## config.mk

```make
export PLATFORM = sky130hd
export DESIGN_NAME = tdma_superframe_sync_tracker_unit
export DESIGN_NICKNAME = d
export VERILOG_FILES = /design/src/rtl/tsst_pkg.sv /design/src/rtl/tsst_div.sv /design/src/rtl/tdma_superframe_sync_tracker_unit.sv
export SDC_FILE = /design/constraint.sdc
export NUM_CORES = 1
export LEC_CHECK = 0
export ABC_AREA = 0
export BUFFER_PORTS_ARGS = -buffer_cell sky130_fd_sc_hd__buf_4
export CORE_ASPECT_RATIO = 1.25
export CORE_UTILIZATION = 55
export CTS_CLUSTER_SIZE = 25
export DETAILED_ROUTE_END_ITERATION = 10
export GPL_ROUTABILITY_DRIVEN = 0
export PLACE_DENSITY = 0.79
export SLEW_MARGIN = 15
export SYNTH_ARGS = -nofsm -noshare
export SYNTH_HDL_FRONTEND = slang
export SYNTH_SLANG_ARGS = --single-unit
```

## constraint.sdc

```tcl
create_clock -name clock -period 7.3 [get_ports clock]
set_clock_uncertainty 0.2 [all_clocks]
set_input_delay 1.46 -clock clock [delete_from_list [all_inputs] [get_ports clock]]
set_output_delay 1.46 -clock clock [all_outputs]
set_load 0.02 [all_outputs]
```

## src/rtl/tsst_pkg.sv

```systemverilog
// Shared types and constants for the TDMA superframe sync tracker.
`default_nettype none

package tsst_pkg;

   // register field widths
   localparam int LENGTH_W   = 24;
   localparam int SLOT_W     = 16;
   localparam int PREFIX_W   = 16;
   localparam int UNITS_W    = 16;
   localparam int LIMIT_W    = 8;
   localparam int RELOAD_W   = 25;
   localparam int COUNT_W    = 32;
   localparam int ID_W       = 8;
   localparam int TIME_W     = 32;
   localparam int FRAME_W    = 24;
   localparam int CSR_IDX_W  = 3;
   localparam int CSR_DATA_W = 24;

   // divider geometry
   localparam int DIV_W     = TIME_W;
   localparam int DIV_CNT_W = $clog2(DIV_W + 1);

   // slot product plus transmit prefix: (2*id+1)*slot + prefix
   localparam int SLOT_SUM_W = ID_W + 1 + SLOT_W + 1;
   // largest beacon target: slot sum plus quotient
   localparam int TARGET_W   = TIME_W + 1;

   // register indexes
   localparam logic [CSR_IDX_W-1:0] CSR_LENGTH  = 3'd0;
   localparam logic [CSR_IDX_W-1:0] CSR_SLOT    = 3'd1;
   localparam logic [CSR_IDX_W-1:0] CSR_PREFIX  = 3'd2;
   localparam logic [CSR_IDX_W-1:0] CSR_UNITS   = 3'd3;
   localparam logic [CSR_IDX_W-1:0] CSR_LIMIT   = 3'd4;
   localparam logic [CSR_IDX_W-1:0] CSR_RANGING = 3'd5;

   // register reset values
   localparam logic [LENGTH_W-1:0] LENGTH_RST = 24'd100000;
   localparam logic [SLOT_W-1:0]   SLOT_RST   = 16'd1000;
   localparam logic [PREFIX_W-1:0] PREFIX_RST = 16'd200;
   localparam logic [UNITS_W-1:0]  UNITS_RST  = 16'd256;
   localparam logic [LIMIT_W-1:0]  LIMIT_RST  = 8'd5;

   // saturation points of the small counters
   localparam logic [LIMIT_W-1:0] SMALL_MAX = 8'hFF;

   // command codes
   localparam logic CMD_TICK   = 1'b0;
   localparam logic CMD_BEACON = 1'b1;

   // divider status toward the sequencer
   typedef struct packed {
      logic busy;
      logic done;
   } div_sts_type;

endpackage

`default_nettype wire

```

## src/rtl/tsst_div.sv

```systemverilog
// Serial restoring divider, one quotient bit per cycle.
`default_nettype none

module tsst_div
   import tsst_pkg::*;
(
   input  wire logic               clock,
   input  wire logic               reset,
   input  wire logic               start,
   input  wire logic [DIV_W-1:0]   dividend,
   input  wire logic [UNITS_W-1:0] divisor,
   output div_sts_type             status,
   output logic [DIV_W-1:0]        quotient
);

   logic [DIV_CNT_W-1:0] count_ff, count_in;
   logic                 done_ff, done_in;
   logic [UNITS_W-1:0]   rem_ff, rem_in;
   logic [DIV_W-1:0]     quo_ff, quo_in;
   logic [UNITS_W-1:0]   divisor_ff, divisor_in;
   logic [UNITS_W:0]     shifted;
   logic [UNITS_W:0]     trial;
   logic                 fits;

   // one restoring step: shift in the next dividend bit, subtract if it fits
   always_comb begin
      shifted    = {rem_ff, quo_ff[DIV_W-1]};
      trial      = shifted - {1'b0, divisor_ff};
      fits       = shifted >= {1'b0, divisor_ff};
      count_in   = count_ff;
      done_in    = 1'b0;
      rem_in     = rem_ff;
      quo_in     = quo_ff;
      divisor_in = divisor_ff;
      if (start) begin
         count_in   = DIV_CNT_W'(DIV_W);
         rem_in     = '0;
         quo_in     = dividend;
         divisor_in = divisor;
      end else if (count_ff != '0) begin
         count_in = count_ff - 1'b1;
         done_in  = (count_ff == DIV_CNT_W'(1));
         rem_in   = fits ? trial[UNITS_W-1:0] : shifted[UNITS_W-1:0];
         quo_in   = {quo_ff[DIV_W-2:0], fits};
      end
   end

   always_ff @(posedge clock) begin
      if (reset) begin
         count_ff <= '0;
         done_ff  <= 1'b0;
      end else begin
         count_ff <= count_in;
         done_ff  <= done_in;
      end
      rem_ff     <= rem_in;
      quo_ff     <= quo_in;
      divisor_ff <= divisor_in;
   end

   assign status.busy = (count_ff != '0);
   assign status.done = done_ff;
   assign quotient    = quo_ff;

endmodule

`default_nettype wire

```

## src/rtl/tdma_superframe_sync_tracker_unit.sv

```systemverilog
// TDMA superframe sync tracker: timer, beacon realignment and result register.
// Usage:
//   req_* carries one word per event: req_tuser is the command (tick or
//   beacon), req_tdata the beacon fields. rsp_* returns exactly one word for
//   each accepted request, in order; csr_* writes the six registers.
//   A tick goes from acceptance straight to the loading state, a beacon
//   through the divide state first: the timestamp difference is divided by
//   the units per microsecond in a serial divider that produces one quotient
//   bit a cycle. One request is in work at a time; req_tready is high again
//   in the cycle after the result is loaded.
//   The result register holds a finished word while the next request is
//   taken and worked on; if the receiver still stalls when that next word is
//   ready, the block waits with req_tready low until the register frees.
//   Reset (synchronous, active high) restores the register defaults, enters
//   discovery, clears all counters and empties the result register.
//   Registers must be written only while no request is in work; not enforced.
`default_nettype none

module tdma_superframe_sync_tracker_unit
   import tsst_pkg::*;
#(
   parameter int FRAME_TIMER_BITS = 24
)
(
   input  wire logic                  clock,
   input  wire logic                  reset,
   // request channel
   input  wire logic                  req_tvalid,
   output logic                       req_tready,
   // tdata: anchor_id[7:0], rx_time[39:8], now_time[71:40], round_id[79:72]
   input  wire logic [79:0]           req_tdata,
   // tuser: command[0]
   input  wire logic [0:0]            req_tuser,
   // response channel
   output logic                       rsp_tvalid,
   input  wire logic                  rsp_tready,
   // tdata: superframe_id[7:0], superframe_count[39:8], frame_time_us[63:40]
   output logic [63:0]                rsp_tdata,
   // tuser: superframe_begin[0], synchronized[1], sync_lost[2],
   //        forward_ranging[3]
   output logic [3:0]                 rsp_tuser,
   // register write port
   input  wire logic                  csr_wen,
   input  wire logic [CSR_IDX_W-1:0]  csr_index,
   input  wire logic [CSR_DATA_W-1:0] csr_wdata
);

   localparam int FTB  = FRAME_TIMER_BITS;
   // compare width for next tick against the reload point
   localparam int CMP_W  = ((FTB + 1 > RELOAD_W) ? FTB + 1 : RELOAD_W) + 1;
   // width of frame base (length + elapsed) and beacon target
   localparam int BASE_W = ((FTB > LENGTH_W) ? FTB : LENGTH_W) + 1;
   localparam int SUM_W  = ((BASE_W > TARGET_W) ? BASE_W : TARGET_W) + 1;

   typedef enum logic [2:0] {
      ST_IDLE = 3'b001,
      ST_DIV  = 3'b010,
      ST_EXEC = 3'b100
   } state_type;

   // registers
   logic [LENGTH_W-1:0] length_ff;
   logic [SLOT_W-1:0]   slot_ff;
   logic [PREFIX_W-1:0] prefix_ff;
   logic [UNITS_W-1:0]  units_ff;
   logic [LIMIT_W-1:0]  limit_ff;
   logic                ranging_ff;

   // sequencer and latched request
   state_type           state_ff, state_in;
   logic                cmd_ff;
   logic [ID_W-1:0]     anchor_ff;
   logic [ID_W-1:0]     round_ff;
   logic [SLOT_SUM_W-1:0] slot_sum_ff;

   // tracker state
   logic                sync_ff, sync_in;
   logic [FTB-1:0]      elapsed_ff, elapsed_in;
   logic [RELOAD_W-1:0] reload_ff, reload_in;
   logic [COUNT_W-1:0]  counter_ff, counter_in;
   logic [LIMIT_W-1:0]  beacons_ff, beacons_in;
   logic [LIMIT_W-1:0]  missed_ff, missed_in;
   logic [ID_W-1:0]     last_id_ff, last_id_in;

   // result register
   logic                rsp_valid_ff, rsp_valid_in;
   logic [3:0]          rsp_flags_ff, rsp_flags_in;
   logic [ID_W-1:0]     rsp_id_ff;
   logic [COUNT_W-1:0]  rsp_count_ff;
   logic [FRAME_W-1:0]  rsp_time_ff;

   // divider hookup
   div_sts_type         div_sts;
   logic                div_start;
   logic [DIV_W-1:0]    div_dividend;
   logic [UNITS_W-1:0]  div_divisor;
   logic [DIV_W-1:0]    div_quotient;

   logic                accept;
   logic                load;
   logic [CMP_W-1:0]    next_ext;
   logic [CMP_W-1:0]    reload_ext;
   logic [CMP_W-1:0]    elapsed_out;
   logic                begin_sf;
   logic                lost;
   logic                fwd;
   logic [LIMIT_W-1:0]  missed_sat;
   logic [SUM_W-1:0]    base;
   logic [SUM_W-1:0]    target;
   logic [SUM_W-1:0]    gap;

   assign accept = req_tvalid && req_tready;
   assign load   = (state_ff == ST_EXEC) && (!rsp_valid_ff || rsp_tready);

   // register writes
   always_ff @(posedge clock) begin
      if (reset) begin
         length_ff  <= LENGTH_RST;
         slot_ff    <= SLOT_RST;
         prefix_ff  <= PREFIX_RST;
         units_ff   <= UNITS_RST;
         limit_ff   <= LIMIT_RST;
         ranging_ff <= 1'b0;
      end else if (csr_wen) begin
         case (csr_index)
            CSR_LENGTH:  length_ff  <= csr_wdata[LENGTH_W-1:0];
            CSR_SLOT:    slot_ff    <= csr_wdata[SLOT_W-1:0];
            CSR_PREFIX:  prefix_ff  <= csr_wdata[PREFIX_W-1:0];
            CSR_UNITS:   units_ff   <= csr_wdata[UNITS_W-1:0];
            CSR_LIMIT:   limit_ff   <= csr_wdata[LIMIT_W-1:0];
            CSR_RANGING: ranging_ff <= csr_wdata[0];
            default:     ;
         endcase
      end
   end

   // divider start: timestamp difference mod 2^32, zero divisor acts as one
   assign div_start    = accept && (req_tuser[0] == CMD_BEACON);
   assign div_dividend = req_tdata[71:40] - req_tdata[39:8];
   assign div_divisor  = (units_ff == '0) ? UNITS_W'(1) : units_ff;

   tsst_div u_div (
      .clock    (clock),
      .reset    (reset),
      .start    (div_start),
      .dividend (div_dividend),
      .divisor  (div_divisor),
      .status   (div_sts),
      .quotient (div_quotient)
   );

   // sequencer
   always_comb begin
      state_in = state_ff;
      case (state_ff)
         ST_IDLE: begin
            if (accept)
               state_in = (req_tuser[0] == CMD_BEACON) ? ST_DIV : ST_EXEC;
         end
         ST_DIV: begin
            if (div_sts.done)
               state_in = ST_EXEC;
         end
         ST_EXEC: begin
            if (load)
               state_in = ST_IDLE;
         end
         default: state_in = ST_IDLE;
      endcase
   end

   assign req_tready = (state_ff == ST_IDLE);

   // update of the tracker state and the result word
   always_comb begin
      next_ext    = {{(CMP_W - FTB){1'b0}}, elapsed_ff} + CMP_W'(1);
      reload_ext  = {{(CMP_W - RELOAD_W){1'b0}}, reload_ff};
      begin_sf    = (&elapsed_ff) || (next_ext >= reload_ext);
      missed_sat  = (missed_ff != SMALL_MAX) ? missed_ff + 1'b1 : missed_ff;
      base        = {{(SUM_W - LENGTH_W){1'b0}}, length_ff}
                  + {{(SUM_W - FTB){1'b0}}, elapsed_ff};
      target      = {{(SUM_W - SLOT_SUM_W){1'b0}}, slot_sum_ff}
                  + {{(SUM_W - DIV_W){1'b0}}, div_quotient};
      gap         = base - target;

      sync_in     = sync_ff;
      elapsed_in  = elapsed_ff;
      reload_in   = reload_ff;
      counter_in  = counter_ff;
      beacons_in  = beacons_ff;
      missed_in   = missed_ff;
      last_id_in  = last_id_ff;
      lost        = 1'b0;
      fwd         = 1'b0;

      if (cmd_ff == CMD_TICK) begin
         if (begin_sf) begin
            elapsed_in = '0;
            reload_in  = {1'b0, length_ff};
            if (counter_ff != '1)
               counter_in = counter_ff + 1'b1;
            if (beacons_ff == '0) begin
               missed_in = missed_sat;
            end
            if ((beacons_ff == '0) && (missed_sat > limit_ff)) begin
               // too many beaconless superframes: back to discovery
               lost       = sync_ff;
               sync_in    = 1'b0;
               counter_in = '0;
            end else begin
               beacons_in = '0;
            end
         end else begin
            elapsed_in = next_ext[FTB-1:0];
         end
      end else begin
         // beacon: realign the reload point, clamp at zero when overshot
         reload_in  = (target >= base) ? '0 : gap[RELOAD_W-1:0];
         last_id_in = round_ff;
         if (sync_ff) begin
            if (beacons_ff != SMALL_MAX)
               beacons_in = beacons_ff + 1'b1;
            missed_in = '0;
            fwd       = ranging_ff;
         end else begin
            sync_in = 1'b1;
         end
      end

      elapsed_out  = {{(CMP_W - FTB){1'b0}}, elapsed_in};
      rsp_flags_in = {fwd, lost, sync_in, (cmd_ff == CMD_TICK) && begin_sf};

      rsp_valid_in = rsp_valid_ff;
      if (load)
         rsp_valid_in = 1'b1;
      else if (rsp_tready)
         rsp_valid_in = 1'b0;
   end

   // control and tracker state
   always_ff @(posedge clock) begin
      if (reset) begin
         state_ff     <= ST_IDLE;
         rsp_valid_ff <= 1'b0;
         sync_ff      <= 1'b0;
         elapsed_ff   <= '0;
         reload_ff    <= {1'b0, LENGTH_RST};
         counter_ff   <= '0;
         beacons_ff   <= '0;
         missed_ff    <= '0;
         last_id_ff   <= '0;
      end else begin
         state_ff     <= state_in;
         rsp_valid_ff <= rsp_valid_in;
         if (load) begin
            sync_ff    <= sync_in;
            elapsed_ff <= elapsed_in;
            reload_ff  <= reload_in;
            counter_ff <= counter_in;
            beacons_ff <= beacons_in;
            missed_ff  <= missed_in;
            last_id_ff <= last_id_in;
         end
      end
   end

   // latched request, slot product and result payload
   always_ff @(posedge clock) begin
      if (accept) begin
         cmd_ff    <= req_tuser[0];
         anchor_ff <= req_tdata[7:0];
         round_ff  <= req_tdata[79:72];
      end
      if (state_ff == ST_DIV)
         slot_sum_ff <= SLOT_SUM_W'({anchor_ff, 1'b1}) * SLOT_SUM_W'(slot_ff)
                      + {{(SLOT_SUM_W - PREFIX_W){1'b0}}, prefix_ff};
      if (load) begin
         rsp_flags_ff <= rsp_flags_in;
         rsp_id_ff    <= last_id_in;
         rsp_count_ff <= counter_in;
         rsp_time_ff  <= elapsed_out[FRAME_W-1:0];
      end
   end

   assign rsp_tvalid = rsp_valid_ff;
   assign rsp_tuser  = rsp_flags_ff;
   assign rsp_tdata  = {rsp_time_ff, rsp_count_ff, rsp_id_ff};

endmodule

`default_nettype wire

```

* After elaboration in Yosys (flattened, before gate mapping)
Index checks and enable logic that the tools add are counted.
** Operators by class
- $add $sub $neg :: 11
- Multiply operators :: 1
- Order comparisons :: 4
- Equal/unequal tests :: 18
- Multiplexer cells :: 35
- Bitwise operators :: 4
- Reduce and logical (&&, ||, !) cells :: 31
** Operators with widths (number)
- two-way mux 32 bit :: 6
- two-way mux 8 bit :: 11
- two-way mux 25 bit :: 3
- two-way mux 24 bit :: 2
- adder 26 x 32 -> 33 bit :: 1
- greater-or-equal comparator 33 x 25 -> 1 bit :: 1
- adder 32 x 1 -> 32 bit (second input constant) :: 1
- inequality test 32 bit (second input constant) :: 1
- subtractor 32 bit :: 1
- adder 25 x 16 -> 26 bit :: 1
- adder 24 x 1 -> 25 bit (second input constant) :: 1
- adder 24 x 24 -> 25 bit :: 1
- greater-or-equal comparator 25 bit :: 1
- multiplier 9 x 16 -> 25 bit :: 1
- subtractor 25 bit :: 1
- AND reduction 24 bit :: 1
- greater-or-equal comparator 17 x 16 -> 1 bit :: 1
- adder 8 x 1 -> 8 bit (second input constant) :: 2
- logical NOT 16 bit :: 1
- two-way mux 16 bit :: 1
- inequality test 8 bit (second input constant) :: 2
- AND reduction 2 bit :: 8
- subtractor 16 bit :: 1
- two-way mux 3 bit :: 4
- other kinds (24) :: 50
** Word-level totals
- Register bits :: 373
- Input port bits :: 113
- Output and inout port bits :: 70

* Logic depth before layout (Yosys ltp)
Gate-level depths: netlist of the first run.
- Depth after elaboration :: 7
- Gate-level depth with buffers :: 25
- Mapped depth without buffers :: 24

* Hierarchy
From an unflattened synthesis of the first run, not the netlist that was laid out.
** Unflattened totals
- Cells, all modules :: 3274
- Area, all modules :: 28282.1 sq um
** By module, submodules not included
- tdma_superframe_sync_tracker_unit :: times used 1, cells each 2929, area each 24492.2 sq um
- tsst_div :: times used 1, cells each 345, area each 3789.9 sq um

* Worst setup path after synthesis of the first run
No wires, ideal clock.
- Kind :: register to register
- Start point :: register anchor_ff[1]
- End point :: register slot_sum_ff[24], data pin
- Setup time :: 0.257 ns
- Data arrival time :: 5.189 ns
- Path slack :: 1.654 ns
- Stages on the path, launching flop included :: 21
- Path buffers :: 1
- Cells stage by stage :: edfxtp_1 -> clkbuf_1 -> nand2_1 -> fa_1 -> inv_1 -> fa_1 -> inv_1 -> fa_1 -> inv_1 -> fa_1 -> inv_1 -> fa_1 -> inv_1 -> ha_1 -> o2111a_1 -> a21oi_1 -> a21oi_1 -> a31oi_1 -> o21ai_0 -> a221o_1 -> xor2_1
** On the way
- Longest elaborated chain between the ends :: 2
** RTL lines
- start: declaration :: line tdma_superframe_sync_tracker_unit.sv:72 : logic [ID_W-1:0] anchor_ff;
- start signal: assignment :: line tdma_superframe_sync_tracker_unit.sv:271 : anchor_ff <= req_tdata[7:0];
- multiplier 9 x 16 -> 25 bit :: line tdma_superframe_sync_tracker_unit.sv:275 : slot_sum_ff <= SLOT_SUM_W'({anchor_ff, 1'b1}) * SLOT_SUM_W'(slot_ff)
- adder 25 x 16 -> 26 bit :: line tdma_superframe_sync_tracker_unit.sv:276 : + {{(SLOT_SUM_W - PREFIX_W){1'b0}}, prefix_ff};
- end signal: assignment :: line tdma_superframe_sync_tracker_unit.sv:275
- end: declaration :: line tdma_superframe_sync_tracker_unit.sv:74 : logic [SLOT_SUM_W-1:0] slot_sum_ff;
Every way passes these cells.
A chain may end at the register's enable or synchronous reset.

* Worst setup path in the final report of the first run
- Start point :: register elapsed_ff[0]
- End point :: register reload_ff[9]
** On the way
- Longest elaborated chain between the ends :: 5
- Elaborated cells on any way between the ends :: 11
- Those cells by class :: add/sub: 3; order compare: 2; mux: 2; reduce/logical: 4
** RTL lines
- start: declaration :: line tdma_superframe_sync_tracker_unit.sv:78 : logic [FTB-1:0] elapsed_ff, elapsed_in;
- start signal: assignment :: line tdma_superframe_sync_tracker_unit.sv:257 : elapsed_ff <= elapsed_in;
- adder 24 x 1 -> 25 bit :: line tdma_superframe_sync_tracker_unit.sv:176 : next_ext = {{(CMP_W - FTB){1'b0}}, elapsed_ff} + CMP_W'(1);
- greater-or-equal comparator 25 bit :: line tdma_superframe_sync_tracker_unit.sv:178 : begin_sf = (&elapsed_ff) || (next_ext >= reload_ext);
- logical OR 1 bit :: line tdma_superframe_sync_tracker_unit.sv:178
- nonzero test 2 bit (no line)
- AND reduction 2 bit (no line)
- end signal: assignment :: line tdma_superframe_sync_tracker_unit.sv:247 : reload_ff <= {1'b0, LENGTH_RST};
- end signal: assignment :: line tdma_superframe_sync_tracker_unit.sv:258 : reload_ff <= reload_in;
- end: declaration :: line tdma_superframe_sync_tracker_unit.sv:79 : logic [RELOAD_W-1:0] reload_ff, reload_in;
Several ways; a longest one is shown, not always the timed one.

==> results.sh, run 1 <==
export IMPL_synth_area_leaders="edfxtp_1 17%, dfxtp_1 15%, ha_1 11%, fa_1 8.2%, nand2_1 6.2%"
export IMPL_rsz0062_at_grt="false"
export IMPL_synth_seq_area_share=0.3172
export IMPL_htreeDepth=2
export IMPL_remaining_drc_errors=0
export IMPL_ys_async_sr_fraction=0
export IMPL_synth_top_area_frac=0.1672
export IMPL_path_clk_slew_ns=0.07
export IMPL_whs_ns=0.2541
export IMPL_first_global_vias=23510
export IMPL_cts_hold_buffers=0
export IMPL_critPathRequiredTime_ns=7.57
export IMPL_postCtsSetupBuffers=0
export IMPL_synth_warning_count=0
export IMPL_tightest_slew_ns=1.182
export IMPL_die_h_um=256.8
export IMPL_drt_initial_drc_count=1831
export IMPL_synthFlopType="dfxtp_1"
export IMPL_crit_type="reg -> reg"
export IMPL_period_share=0.8905
export IMPL_yosysUniqueCellTypes=87
export IMPL_synth_fp_nets=3812
export IMPL_wl_per_cell_um=17.60
export IMPL_die_w_um=205.8
export IMPL_synth_edf_count=159
export IMPL_cap_violations=0
export IMPL_tritoncts="done"
export IMPL_synth_compound_area_share=0.1763
export IMPL_power_density_mw_per_mm2=311.1
export IMPL_clockRootBuffer="clkbuf_16"
export IMPL_fillers=4507
export IMPL_die_area_mm2=0.05284
export IMPL_core_mm2=0.05143
export IMPL_cts_repair_resized=0
export IMPL_slew_violations=0
export IMPL_clock_path_buffers=3
export IMPL_ys_ff_latch=373
export IMPL_p_seq_frac=0.275
export IMPL_swShare=0.4296
export IMPL_synth_top_family_by_area="adder cells"
export IMPL_portBuffers=182
export IMPL_cts_inserted_buffers=37
export IMPL_finalHoldViolations=0
export IMPL_postRouteAntennaNets=0
export IMPL_drt_pass1_iterations=7
export IMPL_p_comb_frac=0.533
export IMPL_avgSynthCellArea_um2=8.567
export IMPL_antenna_found_initial=0
export IMPL_worstPathMaxFanout=24
export IMPL_max_freq_mhz=153.8
export IMPL_switchingPower_uw=4207
export IMPL_grt_overflow=0
export IMPL_synth_area_mm2=0.02855
export IMPL_start_util=0.5552
export IMPL_yosysMostFrequentCell="nand2_1"
export IMPL_num_vias=24250
export IMPL_clk_latency_ns=0.57
export IMPL_internal_power_uw=5586
export IMPL_status="completed"
export IMPL_fin_crit_ns=6.501
export IMPL_finalSetupViolCount=0
export IMPL_power_leakage_uw=0.01390
export IMPL_antenna_cells=0
export IMPL_row_count=93
export IMPL_clockPowerShare=0.192
export IMPL_area_growth_pct=10.23
export IMPL_yosysTopAreaCell="edfxtp_1"
export IMPL_dp_hpwl_mm=54.79
export IMPL_synth_common_cells="471 x nand2_1, 332 x inv_1, 265 x a21oi_1, 249 x ha_1, 214 x dfxtp_1"
export IMPL_yosys_area_share_xor_xnor=0.05674
export IMPL_postRouteWirelength_mm=72.65
export IMPL_relSlewSlack=0.2037
export IMPL_muxShareOfSynthArea=0.007799
export IMPL_grt_first_pass_wirelength_mm=118.3
export IMPL_setup_tns_ns=0
export IMPL_cts_sinks=373
export IMPL_pin_count=183
export IMPL_synthSimpleGateAreaFrac=0.1836
export IMPL_layout_drive_gt1_share=0.09587
export IMPL_track_usage=0.2774
export IMPL_vias_per_cell=5.874
export IMPL_hp_class="reg -> reg"
export IMPL_final_nets=3913
export IMPL_crit_path_start_kind="flop"
export IMPL_crit_arrival_ns=6.77
export IMPL_syn_inst=3333
export IMPL_synth_fa_ha_area_frac=0.1911
export IMPL_grt_max_degree=80
export IMPL_ir_drop_mv=0.2215
export IMPL_end_kind="flop"
==> sequential cells by signal (all words and copies together), names as in the netlist, 24 cells and up <==
name,flops
rsp_time_ff,24
length_ff,24
counter_ff,32
slot_sum_ff,26
rsp_count_ff,32
reload_ff,25
u_div.quotient,32
elapsed_ff,24
==> cells by family (layout without fill, tap and decap cells) <==
family	after synthesis	count (layout)
flip-flops	373	373
buffers and inverters	478	608
multiplexers	21	21
XOR/XNOR	185	185
adder cells (fa/ha/maj)	366	366
AND/OR/NAND/NOR	1120	1120
AO/OA/AOI/OAI	790	790
==> critical path: stages (launching register included) <==
cell	delay [ns]
dfxtp_1	0.46
ha_1	0.22
inv_1	0.06
fa_1	0.39
nor2b_1	0.13
o21ai_0	0.10
a21boi_0	0.38
o2111ai_1	0.24
a21o_1	0.21
a41oi_1	0.21
or2_2	0.18
a211oi_1	0.07
nor3_1	0.42
xnor2_1	0.14
ha_1	0.39
nand4_1	0.18
nor2_1	0.10
nand4_1	0.12
o22ai_1	0.07
a2111oi_0	0.50
o2111ai_1	0.19
or3b_4	0.43
nor4_4	0.24
buf_4	0.36
a221oi_1	0.17
o21ai_0	0.23
==> path summary, 6_finish.rpt <==
path | slack (ns) | cells after the start | endpoint | from
worst max-delay path | 0.80 | 25 | reload_ff[9] | elapsed_ff[0]
worst min-delay path | 0.25 | 2 | last_id_ff[5] | last_id_ff[5]
worst max register to register | 0.80 | 25 | reload_ff[9] | elapsed_ff[0]
worst min register to register | 0.25 | 2 | last_id_ff[5] | last_id_ff[5]
==> placed cells by master, fill, tap and decap left out, drive strengths merged, types with 78 or more instances in the layout <==
master / netlist / final
o21ai: 190 / 190
edfxtp: 159 / 159
dfxtp: 214 / 214
a21oi: 266 / 266
nand3: 97 / 97
ha: 249 / 249
xnor2: 124 / 124
buf: 25 / 206
and2: 78 / 78
nand2: 472 / 472
inv: 332 / 336
fa: 117 / 117
nor2: 202 / 202
==> area by class of cell <==
type | count | area [µm²] | area share
clock inverters | 17 | 162.7 | 0.005168
multi-input cells | 2482 | 17590 | 0.5589
repair buffers | 206 | 1546 | 0.04913
inverters | 334 | 1256 | 0.03991
well taps | 665 | 832.0 | 0.02643
flip-flops and latches | 373 | 9059 | 0.2878
clock buffers | 51 | 1028 | 0.03267
==> per-layer routing <==
layer | up-vias | track usage | wire, µm
met5 | - | 0 | 0
met4 | 0 | 0.1311 | 3523
met3 | 185 | 0.02936 | 4176
met2 | 848 | 0.4760 | 35130
met1 | 11490 | 0.3459 | 29820
li1 | 11720 | - | -
==> metrics by stage <==
step / utilization / setup WS, ns / power (µW) / cells / cell area [µm²]
global placement: 0.5888 / 1.181 / 7789 / 4060 / 30290
global route: 0.6120 / 0.2610 / 10500 / 4128 / 31480
floorplan: - / 1.654 / 6615 / 3333 / 28550
CTS: 0.6120 / 0.9092 / 9761 / 4128 / 31480
detailed placement: 0.5888 / 0.9245 / 7871 / 4060 / 30290
finish: 0.6120 / 0.7990 / 9793 / 4128 / 31480
==> power groups by stage <==
stage	Sequential (µW)	Clock [µW]	Combinational, µW
6_report	2690	1880	5220
3_5_place_dp	2730	0	5140
5_1_grt	2720	1980	5800
4_1_cts	2690	1910	5170
3_3_place_gp	2720	0	5070
2_1_floorplan	2630	0	3980
No activity file was read; power rests on OpenSTA's default activity.
==> inputs of run 2 (changes only) <==
--- a/config.mk
+++ b/config.mk
@@ -11,2 +11,3 @@
 export CORE_UTILIZATION = 55
+export CTS_BUF_LIST = sky130_fd_sc_hd__clkbuf_8 sky130_fd_sc_hd__clkbuf_16
 export CTS_CLUSTER_SIZE = 25
@@ -14,3 +15,3 @@
 export GPL_ROUTABILITY_DRIVEN = 0
-export PLACE_DENSITY = 0.79
+export PLACE_DENSITY = 0.82
 export SLEW_MARGIN = 15
==> constraint.sdc (replaced) <==
create_clock -name clock -period 5.8 [get_ports clock]
set_clock_uncertainty 0.2 [all_clocks]
set_input_delay 0.29 -clock clock [delete_from_list [all_inputs] [get_ports clock]]
set_output_delay 0.29 -clock clock [all_outputs]
set_load 0.02 [all_outputs]
==> results.sh, run 2 (synthesis gave the netlist of run 1 again) <==
export IMPL_status="completed"
export IMPL_power_leakage_uw=0.01449
export IMPL_crit_top_cell="fa_1"
export IMPL_reg2reg_slack_ns=0.13
export IMPL_finalSetupViolCount=0
export IMPL_cts_inserted_buffers=37
export IMPL_cpMaxStageDelayCell="fa_1"
export IMPL_core_mm2=0.05143
export IMPL_finalNonFillerCells=4230
export IMPL_cp_cell_sequence="buf_4 > buf_4 > nand2_1 > fa_1 > inv_1 > fa_1 > fa_1 > fa_1 > inv_1 > fa_1 > inv_1 > ha_4 > a21o_1 > nand2_1 > o21ai_1 > a31oi_2 > a311o_1 > o21ai_0 > a21oi_1 > xnor2_1"
export IMPL_area_growth_pct=14.38
export IMPL_crit_arrival_ns=5.77
export IMPL_path_buf_inv=5
export IMPL_row_count=93
export IMPL_drt_pass1_iterations=6
export IMPL_multi_input_area_mm2=0.01770
export IMPL_power_density_mw_per_mm2=393.1
export IMPL_postRouteWirelength_mm=74.00
export IMPL_tightest_slew_ns=1.001
export IMPL_placedCellCount=4106
export IMPL_worstPathMaxFanout=7
export IMPL_portBuffers=182
export IMPL_postRouteAntennaNets=0
export IMPL_num_vias=24680
export IMPL_grt_overflow=0
export IMPL_die_w_um=205.8
export IMPL_worstReg2RegEnd="slot_sum_ff[25]"
export IMPL_end_kind="flop"
export IMPL_slew_violations=0
export IMPL_final_common_cell="nand2_1"
export IMPL_max_freq_mhz=176.5
export IMPL_track_usage=0.2782
export IMPL_cts_sinks=373
export IMPL_first_global_vias=24050
export IMPL_vias_per_cell=5.833
export IMPL_final_nets=4016
export IMPL_place_ws_ns=0.04430
export IMPL_clock_path_buffers=3
export IMPL_ir_drop_mv=0.2763
export IMPL_cp_depth=20
export IMPL_finalHoldViolations=0
export IMPL_fillers=4214
export IMPL_antenna_found_initial=0
export IMPL_clk_latency_ns=0.57
export IMPL_layout_drive_gt1_share=0.1156
export IMPL_fin_util=0.6350
export IMPL_grt_first_pass_wirelength_mm=119.3
export IMPL_worstReg2RegStart="anchor_ff[1]"
export IMPL_start_util=0.5552
export IMPL_reg2reg_depth=20
export IMPL_layout_cells_most_common_list="469 x nand2_1, 336 x inv_1, 263 x a21oi_1"
export IMPL_period_share=0.9769
export IMPL_critPathRequiredTime_ns=5.90
export IMPL_wl_per_cell_um=17.49
export IMPL_endpoint="slot_sum_ff[25]"
export IMPL_grt_max_degree=80
export IMPL_max_stage_delay_ns=0.56
export IMPL_regArea_mm2=0.009060
export IMPL_min_from="req_tdata[71]"
export IMPL_crit_path_start_kind="flop"
export IMPL_die_h_um=256.8
export IMPL_pin_count=183
export IMPL_hp_class="in -> reg"
export IMPL_dp_hpwl_mm=55.72
export IMPL_tritoncts="done"
export IMPL_totalPowerFinal_uw=12840
export IMPL_crit_type="reg -> reg"
export IMPL_critPathLaunch="anchor_ff[1]"
export IMPL_die_area_mm2=0.05284
export IMPL_fin_crit_ns=5.666
export IMPL_path_clk_slew_ns=0.06
export IMPL_remaining_drc_errors=0
export IMPL_cap_violations=0
export IMPL_critPathTopFamily="adder cells"
export IMPL_relSlewSlack=0.3326
export IMPL_clockRootBuffer="clkbuf_16"
export IMPL_drt_initial_drc_count=1876
export IMPL_htreeDepth=2
export IMPL_worst_slack_ns=0.1339
export IMPL_antenna_cells=0
## run 2: changes by cell type in the layout (fill, tap and decap cells not counted), sizes merged
cell         delta
buf            +56
dlygate4sd3    +46
clkbuf          -8
bufinv          +5
inv             +5
clkinv          -1
clkinvlp        -1
## run 2: how the worst min path moves through the flow
stage,cells past startpoint,slack (ns),to
floorplan,0,0.19,anchor_ff[0]
global placement,0,0.24,u_div.divisor_ff[3]
detailed placement,0,0.24,u_div.divisor_ff[5]
CTS,5,0.07,prefix_ff[9]
global route,5,0.10,prefix_ff[8]
finish,4,0.07,u_div.quotient[31]
## run 2: timing repair
item                       in CTS  in global routing
setup buffers                   0                 10
gates resized for setup         0                 28
hold buffers                   46                  0
hold endpoints to repair      101                  0
setup endpoints to repair       0                 47
## run 2: layout make-up
cell class / instances / area share
clock buffers: 42 / 0.03115
clock inverters: 25 / 0.009424
inverters: 334 / 0.03846
multi-input cells: 2482 / 0.5419
flip-flops and latches: 373 / 0.2774
well taps: 665 / 0.02548
repair buffers: 309 / 0.07624
## run 2: report_power, final
group	internal, µW	total, µW	leakage [µW]	switching [µW]
clock network	1510	2620	0.000663	1120
registers	3150	3380	0.00333	225
logic	2760	6840	0.0105	4080
## run 2: per-stage QoR
step	hold slack, ns	cell area, µm²	TNS [ns]
finish	0.07419	32660	0
global route	0.1004	32660	-0.1733
CTS	0.06649	32450	0
detailed placement	0.2443	30670	0
global placement	0.2380	30670	0
floorplan	0.1889	28550	0
## run 2: worst reg2reg max path, stage by stage (launching register included)
cell,delay [ns]
edfxtp_1,0.50
buf_4,0.17
buf_4,0.15
nand2_1,0.08
fa_1,0.53
inv_1,0.05
fa_1,0.52
fa_1,0.46
fa_1,0.56
inv_1,0.05
fa_1,0.49
inv_1,0.06
ha_4,0.29
a21o_1,0.16
nand2_1,0.08
o21ai_1,0.13
a31oi_2,0.08
a311o_1,0.41
o21ai_0,0.18
a21oi_1,0.11
xnor2_1,0.13
## run 2: metal layers
metal | routed length (µm) | global-route usage | vias up
met2 | 36800 | 0.4882 | 883
met5 | 0 | 0 | -
met4 | 3413 | 0.1256 | 0
met1 | 29530 | 0.3363 | 11660
li1 | - | - | 11920
met3 | 4258 | 0.03495 | 208
